==> config.mk <==
export PLATFORM = sky130hd
export DESIGN_NAME = prime_count_trial_division_core
export DESIGN_NICKNAME = d
export VERILOG_FILES = /design/src/rtl/pctd_pkg.sv /design/src/rtl/pctd_rem.sv /design/src/rtl/prime_count_trial_division_core.sv
export SDC_FILE = /design/constraint.sdc
export NUM_CORES = 1
export LEC_CHECK = 0
export ABC_AREA = 1
export BUFFER_PORTS_ARGS = -buffer_cell sky130_fd_sc_hd__buf_2
export CORE_MARGIN = 2
export CORE_UTILIZATION = 35
export DETAILED_ROUTE_END_ITERATION = 16
export PLACE_DENSITY = 0.47
export SLEW_MARGIN = 25
export SYNTH_ARGS = -nofsm -noshare
export SYNTH_HDL_FRONTEND = slang
export SYNTH_SLANG_ARGS = --single-unit
==> constraint.sdc <==
create_clock -name i_clk -period 7.9 [get_ports i_clk]
set_input_delay 1.185 -clock i_clk [delete_from_list [all_inputs] [get_ports i_clk]]
set_output_delay 1.185 -clock i_clk [all_outputs]
set_load 0.05 [all_outputs]
==> src/rtl/pctd_pkg.sv <==
`timescale 1ns / 1ps
// pctd_pkg: shared types and constants for the trial division prime counter
// used by pctd_rem, prime_count_trial_division_core and pctd_chk; no dependencies

package pctd_pkg;

    localparam int unsigned DEFAULT_VALUE_WIDTH = 16;
    localparam int unsigned CMD_WIDTH           = 3;
    localparam int unsigned ANSWER_WIDTH        = 16;

    localparam logic [ANSWER_WIDTH-1:0] ANSWER_MAX = '1;

    // command codes
    localparam logic [CMD_WIDTH-1:0] CMD_COUNT_ALL   = 3'd0;
    localparam logic [CMD_WIDTH-1:0] CMD_COUNT_1MOD4 = 3'd1;
    localparam logic [CMD_WIDTH-1:0] CMD_COUNT_3MOD4 = 3'd2;
    localparam logic [CMD_WIDTH-1:0] CMD_COUNT_SAFE  = 3'd3;
    localparam logic [CMD_WIDTH-1:0] CMD_TEST_PRIME  = 3'd4;
    localparam logic [CMD_WIDTH-1:0] CMD_TEST_SAFE   = 3'd5;

    // status from the remainder unit back to the sequencer
    typedef struct packed {
        logic done;
        logic zero;
    } t_rem_status;

endpackage

==> src/rtl/pctd_rem.sv <==
`timescale 1ns / 1ps
// pctd_rem: bit-serial restoring remainder unit, one dividend bit per cycle
// depends on pctd_pkg

module pctd_rem #(
    parameter int unsigned VALUE_WIDTH = pctd_pkg::DEFAULT_VALUE_WIDTH
) (
    input  logic                    i_clk,
    input  logic                    i_rst_n,
    input  logic                    i_start,
    input  logic [VALUE_WIDTH-1:0]  i_dividend,
    input  logic [VALUE_WIDTH-1:0]  i_divisor,
    output pctd_pkg::t_rem_status   o_status
);

    localparam int unsigned CNT_W = $clog2(VALUE_WIDTH);

    logic                   r_busy, n_busy;
    logic [CNT_W-1:0]       r_cnt, n_cnt;
    logic [VALUE_WIDTH-1:0] r_dvd, n_dvd;
    logic [VALUE_WIDTH-1:0] r_dvs, n_dvs;
    logic [VALUE_WIDTH-1:0] r_rem, n_rem;
    logic                   r_done, n_done;
    logic                   r_zero, n_zero;

    logic [VALUE_WIDTH:0]   w_trial;
    logic [VALUE_WIDTH:0]   w_diff;
    logic [VALUE_WIDTH-1:0] w_step;

    // shift in the next dividend bit, subtract the divisor when it fits
    assign w_trial = {r_rem, r_dvd[VALUE_WIDTH-1]};
    assign w_diff  = w_trial - {1'b0, r_dvs};
    assign w_step  = (w_trial >= {1'b0, r_dvs}) ? w_diff[VALUE_WIDTH-1:0]
                                                 : w_trial[VALUE_WIDTH-1:0];

    always_comb begin
        n_busy = r_busy;
        n_cnt  = r_cnt;
        n_dvd  = r_dvd;
        n_dvs  = r_dvs;
        n_rem  = r_rem;
        n_done = 1'b0;
        n_zero = r_zero;
        if (i_start && !r_busy) begin
            n_busy = 1'b1;
            n_cnt  = CNT_W'(VALUE_WIDTH - 1);
            n_dvd  = i_dividend;
            n_dvs  = i_divisor;
            n_rem  = '0;
        end else if (r_busy) begin
            n_rem = w_step;
            n_dvd = {r_dvd[VALUE_WIDTH-2:0], 1'b0};
            if (r_cnt == '0) begin
                n_busy = 1'b0;
                n_done = 1'b1;
                n_zero = (w_step == '0);
            end else begin
                n_cnt = r_cnt - CNT_W'(1);
            end
        end
    end

    always_ff @(posedge i_clk) begin
        if (!i_rst_n) begin
            r_busy <= 1'b0;
            r_done <= 1'b0;
            r_zero <= 1'b0;
        end else begin
            r_busy <= n_busy;
            r_done <= n_done;
            r_zero <= n_zero;
        end
        r_cnt <= n_cnt;
        r_dvd <= n_dvd;
        r_dvs <= n_dvs;
        r_rem <= n_rem;
    end

    assign o_status.done = r_done;
    assign o_status.zero = r_zero;

endmodule

==> src/rtl/prime_count_trial_division_core.sv <==
`timescale 1ns / 1ps
// prime_count_trial_division_core: top level, command sequencer around one
// shared remainder unit; depends on pctd_pkg and pctd_rem

// Prime counter and primality tester by trial division. A command word is
// taken when start is high and busy is low; commands 0 to 3 count primes up
// to the value (all, 1 mod 4, 3 mod 4, safe primes), 4 and 5 test the value
// for prime or safe prime and answer 1 or 0, and 6 and 7 answer 0. Exactly one
// answer comes back on o_answer, marked by o_valid for one cycle; it cannot be
// held off, so the receiver must take it then. Counts saturate at 65535.
// Timing is data dependent and set by the single bit-serial remainder unit:
// each trial divisor costs a compare, one dividend bit per cycle in the
// remainder unit and a hand-back of the result; a candidate n tries at most
// floor(sqrt(n)) - 1 divisors, with a select, a set-up and a verdict step
// around them and a last compare when no divisor is found and ends the
// search, and a safe prime test repeats this for (n-1)/2. Commands 6 and 7,
// and a count of all primes below 2, answer in the cycle after the command
// word.

module prime_count_trial_division_core #(
    parameter int unsigned VALUE_WIDTH = pctd_pkg::DEFAULT_VALUE_WIDTH
) (
    input  logic                              i_clk,
    input  logic                              i_rst_n,
    input  logic                              start,
    output logic                              busy,
    input  logic [pctd_pkg::CMD_WIDTH-1:0]    i_command,
    input  logic [VALUE_WIDTH-1:0]            i_value,
    output logic                              o_valid,
    output logic [pctd_pkg::ANSWER_WIDTH-1:0] o_answer
);

    localparam int unsigned W  = VALUE_WIDTH;
    localparam int unsigned AW = pctd_pkg::ANSWER_WIDTH;

    typedef enum logic [5:0] {
        ST_IDLE  = 6'b000001,  // waiting for a command word
        ST_CAND  = 6'b000010,  // next candidate or finish the count
        ST_INIT  = 6'b000100,  // set up trial division for r_n
        ST_CHECK = 6'b001000,  // d*d > n ends the search, else divide
        ST_DIV   = 6'b010000,  // waiting on the remainder unit
        ST_VERD  = 6'b100000   // act on the verdict for r_n
    } t_state;

    t_state                r_state, n_state;
    logic                  r_valid, n_valid;
    logic [AW-1:0]         r_answer, n_answer;
    logic [W-1:0]          r_limit, n_limit;     // counting limit
    logic [W:0]            r_cand, n_cand;       // one spare bit for overshoot
    logic [AW-1:0]         r_count, n_count;     // saturating prime count
    logic [W-1:0]          r_n, n_n;             // number under test
    logic [W-1:0]          r_d, n_d;             // trial divisor
    logic [W+1:0]          r_sq, n_sq;           // d squared, kept by adding 2d+1
    logic                  r_verdict, n_verdict;
    logic                  r_stage, n_stage;     // testing (n-1)/2 of a safe prime
    logic                  r_safe, n_safe;
    logic                  r_single, n_single;   // test command, one candidate
    logic                  r_stride4, n_stride4; // step candidates by 4, else 2

    logic                  w_rem_start;
    pctd_pkg::t_rem_status w_rem_st;

    pctd_rem #(
        .VALUE_WIDTH (VALUE_WIDTH)
    ) u_rem (
        .i_clk      (i_clk),
        .i_rst_n    (i_rst_n),
        .i_start    (w_rem_start),
        .i_dividend (r_n),
        .i_divisor  (r_d),
        .o_status   (w_rem_st)
    );

    // launch a division whenever d*d still fits under n
    assign w_rem_start = (r_state == ST_CHECK) && !(r_sq > {2'b00, r_n});

    always_comb begin
        n_state   = r_state;
        n_valid   = 1'b0;
        n_answer  = r_answer;
        n_limit   = r_limit;
        n_cand    = r_cand;
        n_count   = r_count;
        n_n       = r_n;
        n_d       = r_d;
        n_sq      = r_sq;
        n_verdict = r_verdict;
        n_stage   = r_stage;
        n_safe    = r_safe;
        n_single  = r_single;
        n_stride4 = r_stride4;

        case (r_state)
            ST_IDLE: begin
                if (start) begin
                    n_limit   = i_value;
                    n_count   = '0;
                    n_stage   = 1'b0;
                    n_safe    = 1'b0;
                    n_single  = 1'b0;
                    n_stride4 = 1'b0;
                    n_state   = ST_CAND;
                    case (i_command)
                        pctd_pkg::CMD_COUNT_ALL: begin
                            // 2 is counted up front, odd numbers from 3 after
                            if (i_value < W'(2)) begin
                                n_valid  = 1'b1;
                                n_answer = '0;
                                n_state  = ST_IDLE;
                            end else begin
                                n_count = AW'(1);
                                n_cand  = (W+1)'(3);
                            end
                        end
                        pctd_pkg::CMD_COUNT_1MOD4: begin
                            n_cand    = (W+1)'(5);
                            n_stride4 = 1'b1;
                        end
                        pctd_pkg::CMD_COUNT_3MOD4: begin
                            n_cand    = (W+1)'(3);
                            n_stride4 = 1'b1;
                        end
                        pctd_pkg::CMD_COUNT_SAFE: begin
                            n_cand = (W+1)'(5);
                            n_safe = 1'b1;
                        end
                        pctd_pkg::CMD_TEST_PRIME: begin
                            n_cand   = {1'b0, i_value};
                            n_single = 1'b1;
                        end
                        pctd_pkg::CMD_TEST_SAFE: begin
                            n_cand   = {1'b0, i_value};
                            n_single = 1'b1;
                            n_safe   = 1'b1;
                        end
                        default: begin
                            // unused commands answer zero at once
                            n_valid  = 1'b1;
                            n_answer = '0;
                            n_state  = ST_IDLE;
                        end
                    endcase
                end
            end
            ST_CAND: begin
                if (r_cand > {1'b0, r_limit}) begin
                    n_valid  = 1'b1;
                    n_answer = r_count;
                    n_state  = ST_IDLE;
                end else begin
                    n_n     = r_cand[W-1:0];
                    n_state = ST_INIT;
                end
            end
            ST_INIT: begin
                // 0 and 1 are not prime
                if (r_n < W'(2)) begin
                    n_verdict = 1'b0;
                    n_state   = ST_VERD;
                end else begin
                    n_d     = W'(2);
                    n_sq    = (W+2)'(4);
                    n_state = ST_CHECK;
                end
            end
            ST_CHECK: begin
                if (r_sq > {2'b00, r_n}) begin
                    n_verdict = 1'b1;
                    n_state   = ST_VERD;
                end else begin
                    n_state = ST_DIV;
                end
            end
            ST_DIV: begin
                if (w_rem_st.done) begin
                    if (w_rem_st.zero) begin
                        n_verdict = 1'b0;
                        n_state   = ST_VERD;
                    end else begin
                        // (d+1)^2 = d^2 + 2d + 1
                        n_d     = r_d + W'(1);
                        n_sq    = r_sq + {1'b0, r_d, 1'b1};
                        n_state = ST_CHECK;
                    end
                end
            end
            ST_VERD: begin
                if (r_verdict && r_safe && !r_stage) begin
                    // prime so far, now test (n-1)/2
                    n_n     = W'((r_n - W'(1)) >> 1);
                    n_stage = 1'b1;
                    n_state = ST_INIT;
                end else begin
                    n_stage = 1'b0;
                    if (r_single) begin
                        n_valid  = 1'b1;
                        n_answer = {{(AW-1){1'b0}}, r_verdict};
                        n_state  = ST_IDLE;
                    end else begin
                        if (r_verdict && (r_count != pctd_pkg::ANSWER_MAX)) begin
                            n_count = r_count + AW'(1);
                        end
                        n_cand  = r_cand + (r_stride4 ? (W+1)'(4) : (W+1)'(2));
                        n_state = ST_CAND;
                    end
                end
            end
            default: begin
                n_state = ST_IDLE;
            end
        endcase
    end

    always_ff @(posedge i_clk) begin
        if (!i_rst_n) begin
            r_state <= ST_IDLE;
            r_valid <= 1'b0;
        end else begin
            r_state <= n_state;
            r_valid <= n_valid;
        end
        r_answer  <= n_answer;
        r_limit   <= n_limit;
        r_cand    <= n_cand;
        r_count   <= n_count;
        r_n       <= n_n;
        r_d       <= n_d;
        r_sq      <= n_sq;
        r_verdict <= n_verdict;
        r_stage   <= n_stage;
        r_safe    <= n_safe;
        r_single  <= n_single;
        r_stride4 <= n_stride4;
    end

    assign busy     = (r_state != ST_IDLE);
    assign o_valid  = r_valid;
    assign o_answer = r_answer;

endmodule

==> results of run 1 <==
through the flow:
| step | util [%] | power, mW | hold slack [ns] | instances | setup slack [ns] |
|---|---|---|---|---|---|
| finish | 39.8 | 2.55 | 0.490 | 1751 | 4.63 |
| CTS | 39.7 | 2.58 | 0.494 | 1750 | 4.59 |
| detailed placement | 37.7 | 1.69 | 0.482 | 1718 | 4.44 |
| global placement | 37.7 | 1.68 | 0.479 | 1718 | 4.48 |
| global route | 39.8 | 2.68 | 0.530 | 1751 | 4.34 |
| floorplan | - | 1.55 | 0.448 | 1302 | 4.60 |
metal layers:
| layer | vias up | share of wire (%) | global-route usage (%) |
|---|---|---|---|
| li1 | 4463 | - | - |
| met1 | 3961 | 52 | 22.6 |
| met2 | 93 | 45 | 25.8 |
| met3 | 20 | 2.3 | 2.36 |
| met4 | 0 | 0.94 | 3.15 |
| met5 | - | 0 | 0 |
cells in the final DEF, fill, tap and decap left out, drive strengths merged, types with 5 or more instances in the layout:
| cell | count |
|---|---|
| edfxtp | 152 |
| nand2 | 286 |
| o21ai | 87 |
| dfxtp | 30 |
| ha | 70 |
| o32ai | 7 |
| buf | 46 |
| a31oi | 8 |
| nand3 | 95 |
| nor3 | 25 |
| nand4 | 20 |
| nor2 | 151 |
| xor2 | 15 |
| inv | 208 |
| or2 | 5 |
| a21oi | 73 |
| clkinv | 5 |
| nor3b | 6 |
| o31ai | 6 |
| nor4 | 8 |
| clkbuf | 17 |
flip-flops by register name (all words and copies together), names as in the netlist, 16 cells and up:
register	flops
u_rem.r_dvs	16
r_d	16
r_sq	18
r_n	16
r_limit	16
u_rem.r_rem	16
o_answer	16
u_rem.r_dvd	16
r_cand	17
r_count	16
path summary, 6_finish.rpt:
check / cells past startpoint / to / slack (ns)
worst min register to register: 2 / u_rem.r_rem[8] / 0.49
worst max register to register: 10 / o_answer[3] / 4.63
worst min-delay path: 2 / u_rem.r_rem[8] / 0.49
worst max-delay path: 10 / o_answer[3] / 4.63
worst max-delay path, delay by kind of cell, from the launching register on:
family / cells / cell delay [ns]
buffers and inverters: 3 / 1.07
flip-flops: 1 / 0.33
AND/OR/NAND/NOR: 7 / 1.49
cells by family after synthesis:
kind of cell	count (synthesis)	share of synthesized area, %
buffers and inverters	226	8.17
DFF	182	47.0
adders and majority gates	73	8.52
AOI/OAI and AO/OA	200	10.1
xor gates and xnor gates	18	1.43
and+or+nand+nor	603	24.7
cell type report:
class,count,area [sq um]
Tap cell,396,495
Inverter,201,754
Multi-Input combinational cell,894,4950
Fill cell,3149,18500
Clock inverter,15,185
Clock buffer,17,425
Sequential cell,182,5160
Timing Repair Buffer,46,268
power groups by stage:
stage	Clock (mW)	Combinational (mW)	Sequential (mW)
6_report	0.885	0.460	1.20
5_1_grt	0.945	0.523	1.21
4_1_cts	0.909	0.464	1.20
3_5_place_dp	0	0.461	1.22
3_3_place_gp	0	0.460	1.22
2_1_floorplan	0	0.312	1.24
==> reports/qor.yml, run 1 <==
sta:
  fin_skew_ns: 0.0184
  fmax_ghz: 0.305
  rsz0062_at_grt: "false"
  hold_viol_final: 0
  report.final.setup_viol: 0
  setup_tns_ns: 0
  period_share_pct: 41.4
  slew-limit-headroom_pct: 39.2
  max_slew.worst_pin.slew_ns: 0.910
  fin_crit_ns: 3.27
  slew_violations: 0
run_status:
  status: "complete, no violations"
power_and_ir_drop:
  combPwrFrac_pct: 18.1
  p_per_area_nw_per_um2: 208
  intPower_mw: 1.74
  total_leakage_power_nw: 5.34
  pwr-share-clk_pct: 34.8
  p_sw_share_pct: 31.5
  pwr-share-seq_pct: 47.2
  p_sw_mw: 0.801
  peakVddDrop_mv: 0.116
synth:
  syn_avg_cell_area_sq_um: 8.44
  yosys-top-cells-count: "276 x nand2_1, 197 x inv_1, 152 x edfxtp_1, 144 x nor2_1, 85 x nand3_1"
  synth_top_area_share_pct: 41.5
  synth_cells: 1302
  synth_edf_count: 152
  yosysSeqAreaShare_pct: 47.0
  syn_area_sq_um: 11000
  synth_fp_nets: 1397
  synth.area.top_cells: "edfxtp_1 42%, nand2_1 9.4%, ha_1 8.0%"
  synth.distinct_cells: 54
  ys_warn_count: 0
  synthArstFlopShare_pct: 0
  ys_ff_latch: 182
  yosysMostFrequentCell: "nand2_1"
  ys.flop_type: "edfxtp_1"
  synth.largest_area_cell: "edfxtp_1"
cts:
  clkSlewWorstSetupHoldPaths_ns: 0.07
  ctsHoldBuffers: 0
  cts_sinks: 182
  cts.repair.resized: 0
  h-tree-depth: 4
  worstSkewPairLatency_ns: 0.44
  ctsLongestPathBuffers: 2
  clockRootBuffer: "clkbuf_16"
  cts_tree: "built"
  postCtsSetupRepairBufs: 0
  cts_made_buffers: 17
final_layout:
  num_antenna_cells: 0
  area_growth_syn_to_layout_pct: 11.4
  design_area_sq_um: 12200
  drive_gt1_share_pct: 9.45
  fin_nets: 1437
worst_setup_path:
  crit_chain: "nor2_1 -> inv_1 -> nor3_2 -> nand3_1 -> buf_4 -> nor2_1 -> nand2_1 -> nand2_1 -> nor2_1 -> inv_1"
  startpoint: "r_state[3]"
  crit_top_cell: "nor2_1"
  crit_path_max_fanout: 23
  crit_path_end_kind: "register"
  arrival_ns: 3.34
  reg2reg_from: "r_state[3]"
  path_class: "register to register"
  slowest_stage: "nand3_1"
  startpoint_type: "register"
  critPathMaxStageDelay_ns: 0.64
  crit_required_ns: 7.97
floorplanning:
  start_util_pct: 35.7
  die_h_microns: 181
  num_rows: 64
  core-area_sq_um: 30700
  die_w_microns: 181
  ios: 40
  die_area_sq_um: 32800
global_route:
  grt_pass1_vias: 8115
  gr-usage-all-layers_pct: 15.9
  grt_antenna_before_repair: 0
  grt_pass1_wl_mm: 41.9
  grt_overflow: 0
  grt_max_degree: 42
place:
  portBuffers: 39
  hpwl_mm: 19.6
  gp_congestion: 0.836
  dpl_cell_area_sq_um: 11600
routing:
  vias: 8537
  wire_per_inst_microns: 14.7
  wirelength_mm: 25.7
  drt_iter0_markers: 519
  drt-vias-per-instance: 4.88
  drt.antenna.violating_nets: 0
  drt_first_pass_iters: 8
  route.detailed.drc: 0
hold_path:
  hp-class: "register to register"
  hp-start: "u_rem.r_rem[8]"
run:
  max-cap-violations: 0
(Power assumes the default switching activity.)
==> run 2: changes to the inputs <==
ABC_AREA = 0   (was 1)
PLACE_DENSITY = 0.49   (was 0.47)
clock period = 2.85 ns   (was 7.9 ns; I/O delays follow)
==> run 2 against run 1 <==
Against the previous run: sequential share of layout area is 0.67 points lower; clock-buffer cell count stayed put; wire length is 3.5% lower; die area is 3.5% lower; combinational power is 3% higher; sequential cell count stayed put; critical path depth stayed put; first-iteration DRC count is 13% lower; critical endpoint is now u_rem.r_zero; highest routed layer unchanged.
==> reports/qor.yml, run 2 <==
run_status:
  status: "complete, no violations"
global_route:
  gr-usage-all-layers_pct: 16.3
  grt_antenna_before_repair: 0
  grt_pass1_wl_mm: 40.5
  grt_overflow: 0
  grt_max_degree: 75
  grt_pass1_vias: 7706
final_layout:
  final_cell_mix: "152 x edfxtp_1, 107 x nor2_1, 76 x inv_1"
  largestRegisters: "r_sq x18, r_cand x17"
  num_antenna_cells: 0
  drive_gt1_share_pct: 15.8
  largest_register_ffs: 18
  mostFrequentLayoutCell: "edfxtp_1"
  fill_cells: 2893
  fin_cells: 1522
  fin_nets: 1214
  area_growth_syn_to_layout_pct: 17.5
  design_area_sq_um: 12400
  regMostFlops: "r_sq"
worst_setup_path:
  critPathMaxStageDelay_ns: 0.54
  slowest_stage: "or4_1"
  startpoint: "u_rem.r_dvs[1]"
  arrival_ns: 3.08
  crit_required_ns: 3.19
  cp_top_family: "compound AO/OA/AOI/OAI gates"
  crit_buf_inv: 1
  ff2ff_path_depth: 10
  crit_end: "u_rem.r_zero"
  startpoint_type: "register"
  crit_cells: 10
  crit_path_end_kind: "register"
  reg2reg_from: "u_rem.r_dvs[1]"
  r2r_slack_ns: 0.11
  crit_chain: "inv_1 -> ha_1 -> nor2b_1 -> o31ai_2 -> a21oi_1 -> xor2_1 -> or4_1 -> nor4_2 -> a21oi_1 -> o41ai_2"
  crit_path_max_fanout: 4
  r2r-end: "u_rem.r_zero"
  crit_top_cell: "a21oi_1"
  path_class: "register to register"
synth:
  synthArstFlopShare_pct: 0
  ys_ff_latch: 182
  synth.distinct_cells: 70
  syn_avg_cell_area_sq_um: 10.3
  synthAdderAreaFrac_pct: 8.84
  synth_compound_area_share_pct: 12.2
  yosys-top-cells-count: "152 x edfxtp_1, 109 x nor2_1, 76 x inv_1, 70 x ha_1, 57 x o21ai_0"
  synth_cells: 1027
  synth.largest_area_cell: "edfxtp_1"
  synth_top_family_by_area: "simple AND/OR/NAND/NOR gates"
  synth.area.top_cells: "edfxtp_1 43%, ha_1 8.3%, dfxtp_1 5.7%"
  yosys.area_share.simple_pct: 17.3
  yosysMostFrequentCell: "edfxtp_1"
  yosysSeqAreaShare_pct: 48.8
  synth_fp_nets: 1122
  ys_warn_count: 0
  syn_area_sq_um: 10600
  synth_xor_area_share_pct: 6.29
  ys.flop_type: "edfxtp_1"
  synth_top_area_share_pct: 43.1
  muxShareOfSynthArea_pct: 2.74
  synth_edf_count: 152
sta:
  rsz0062_at_grt: "true"
  report.final.setup_viol: 0
  fmax_ghz: 0.365
  fin_crit_ns: 2.74
  slew_violations: 0
  holdWs_ns: 0.188
  max_slew.worst_pin.slew_ns: 0.571
  hold_viol_final: 0
  finalWorstSetupSlack_ns: 0.112
  period_share_pct: 96.1
  fin_skew_ns: 0.0154
  slew-limit-headroom_pct: 61.9
floorplanning:
  die_h_microns: 178
  num_rows: 63
  ios: 40
  core-area_sq_um: 29700
  start_util_pct: 35.6
  die_area_sq_um: 31700
  die_w_microns: 178
power_and_ir_drop:
  pwr-share-seq_pct: 50.6
  p_sw_mw: 1.65
  design_power_total_mw: 6.01
  p_per_area_nw_per_um2: 483
  total_leakage_power_nw: 5.03
  peakVddDrop_mv: 0.386
  combPwrFrac_pct: 7.9
  intPower_mw: 4.35
  p_sw_share_pct: 27.5
  pwr-share-clk_pct: 41.6
place:
  hpwl_mm: 18.0
  dpl_cell_area_sq_um: 11700
  dp.cells: 1488
  pre_cts_slack_ns: -0.0615
  gp_congestion: 0.816
  portBuffers: 39
cts:
  cts_made_buffers: 17
  ctsHoldBuffers: 0
  clkSlewWorstSetupHoldPaths_ns: 0.08
  h-tree-depth: 4
  cts_tree: "built"
  worstSkewPairLatency_ns: 0.44
  ctsLongestPathBuffers: 2
  cts_sinks: 182
  clockRootBuffer: "clkbuf_16"
hold_path:
  hp-class: "input pin to register"
routing:
  vias: 7794
  route.detailed.drc: 0
  drt-vias-per-instance: 5.12
  drt_first_pass_iters: 5
  wirelength_mm: 24.8
  drt.antenna.violating_nets: 0
  wire_per_inst_microns: 16.3
  drt_iter0_markers: 449
run:
  max-cap-violations: 0
[run 2: kinds of logic after synthesis]
family                     count (synthesis)
AOI/OAI and AO/OA                        199
xor gates and xnor gates                  76
adders and majority gates                 73
muxes                                     27
and+or+nand+nor                          364
DFF                                      182
buffers and inverters                    106
[run 2: cell type report]
cell class / count / area (sq um) / area share (%)
Multi-Input combinational cell: 739 / 5110 / 41.1
Sequential cell: 182 / 5160 / 41.5
Clock inverter: 15 / 198 / 1.59
Tap cell: 390 / 488 / 3.92
Timing Repair Buffer: 102 / 763 / 6.13
Clock buffer: 17 / 425 / 3.42
Inverter: 77 / 289 / 2.32
[run 2: power groups by stage]
stage               Sequential, mW  Combinational, mW  Clock, mW
floorplan                     3.18              0.223          0
global placement              3.10              0.472          0
detailed placement            3.10              0.475          0
CTS                           3.04              0.477       2.57
global route                  3.05              0.522       2.66
finish                        3.04              0.474       2.50
[run 2: repair_timing]
item                                    4_1_cts  5_1_grt
resized for setup                             0       21
setup buffers                                 1        1
pin swaps                                     3       11
endpoints found under the setup margin        1       53
[run 2: worst min path at each step]
stage | from | to | slack, ns | cells past startpoint
4_1_cts | i_value[0] | r_limit[0] | 0.17 | 1
3_5_place_dp | u_rem.r_cnt[1] | u_rem.r_cnt[1] | 0.48 | 1
2_1_floorplan | u_rem.r_cnt[1] | u_rem.r_cnt[1] | 0.45 | 1
3_3_place_gp | u_rem.r_cnt[1] | u_rem.r_cnt[1] | 0.48 | 1
6_report | i_value[0] | r_limit[0] | 0.19 | 1
5_1_grt | i_value[0] | r_limit[0] | 0.17 | 1
[run 2: routing by layer]
layer	track usage [%]	wire (microns)
met1	22.6	12300
met4	4.64	467
met3	2.81	586
met5	0	0
met2	26.1	11500
[run 2: metrics by stage]
step | setup TNS, ns | util [%]
floorplan | 0 | -
global route | -0.109 | 41.9
CTS | 0 | 41.5
global placement | 0 | 39.3
finish | 0 | 41.9
detailed placement | -0.0615 | 39.4
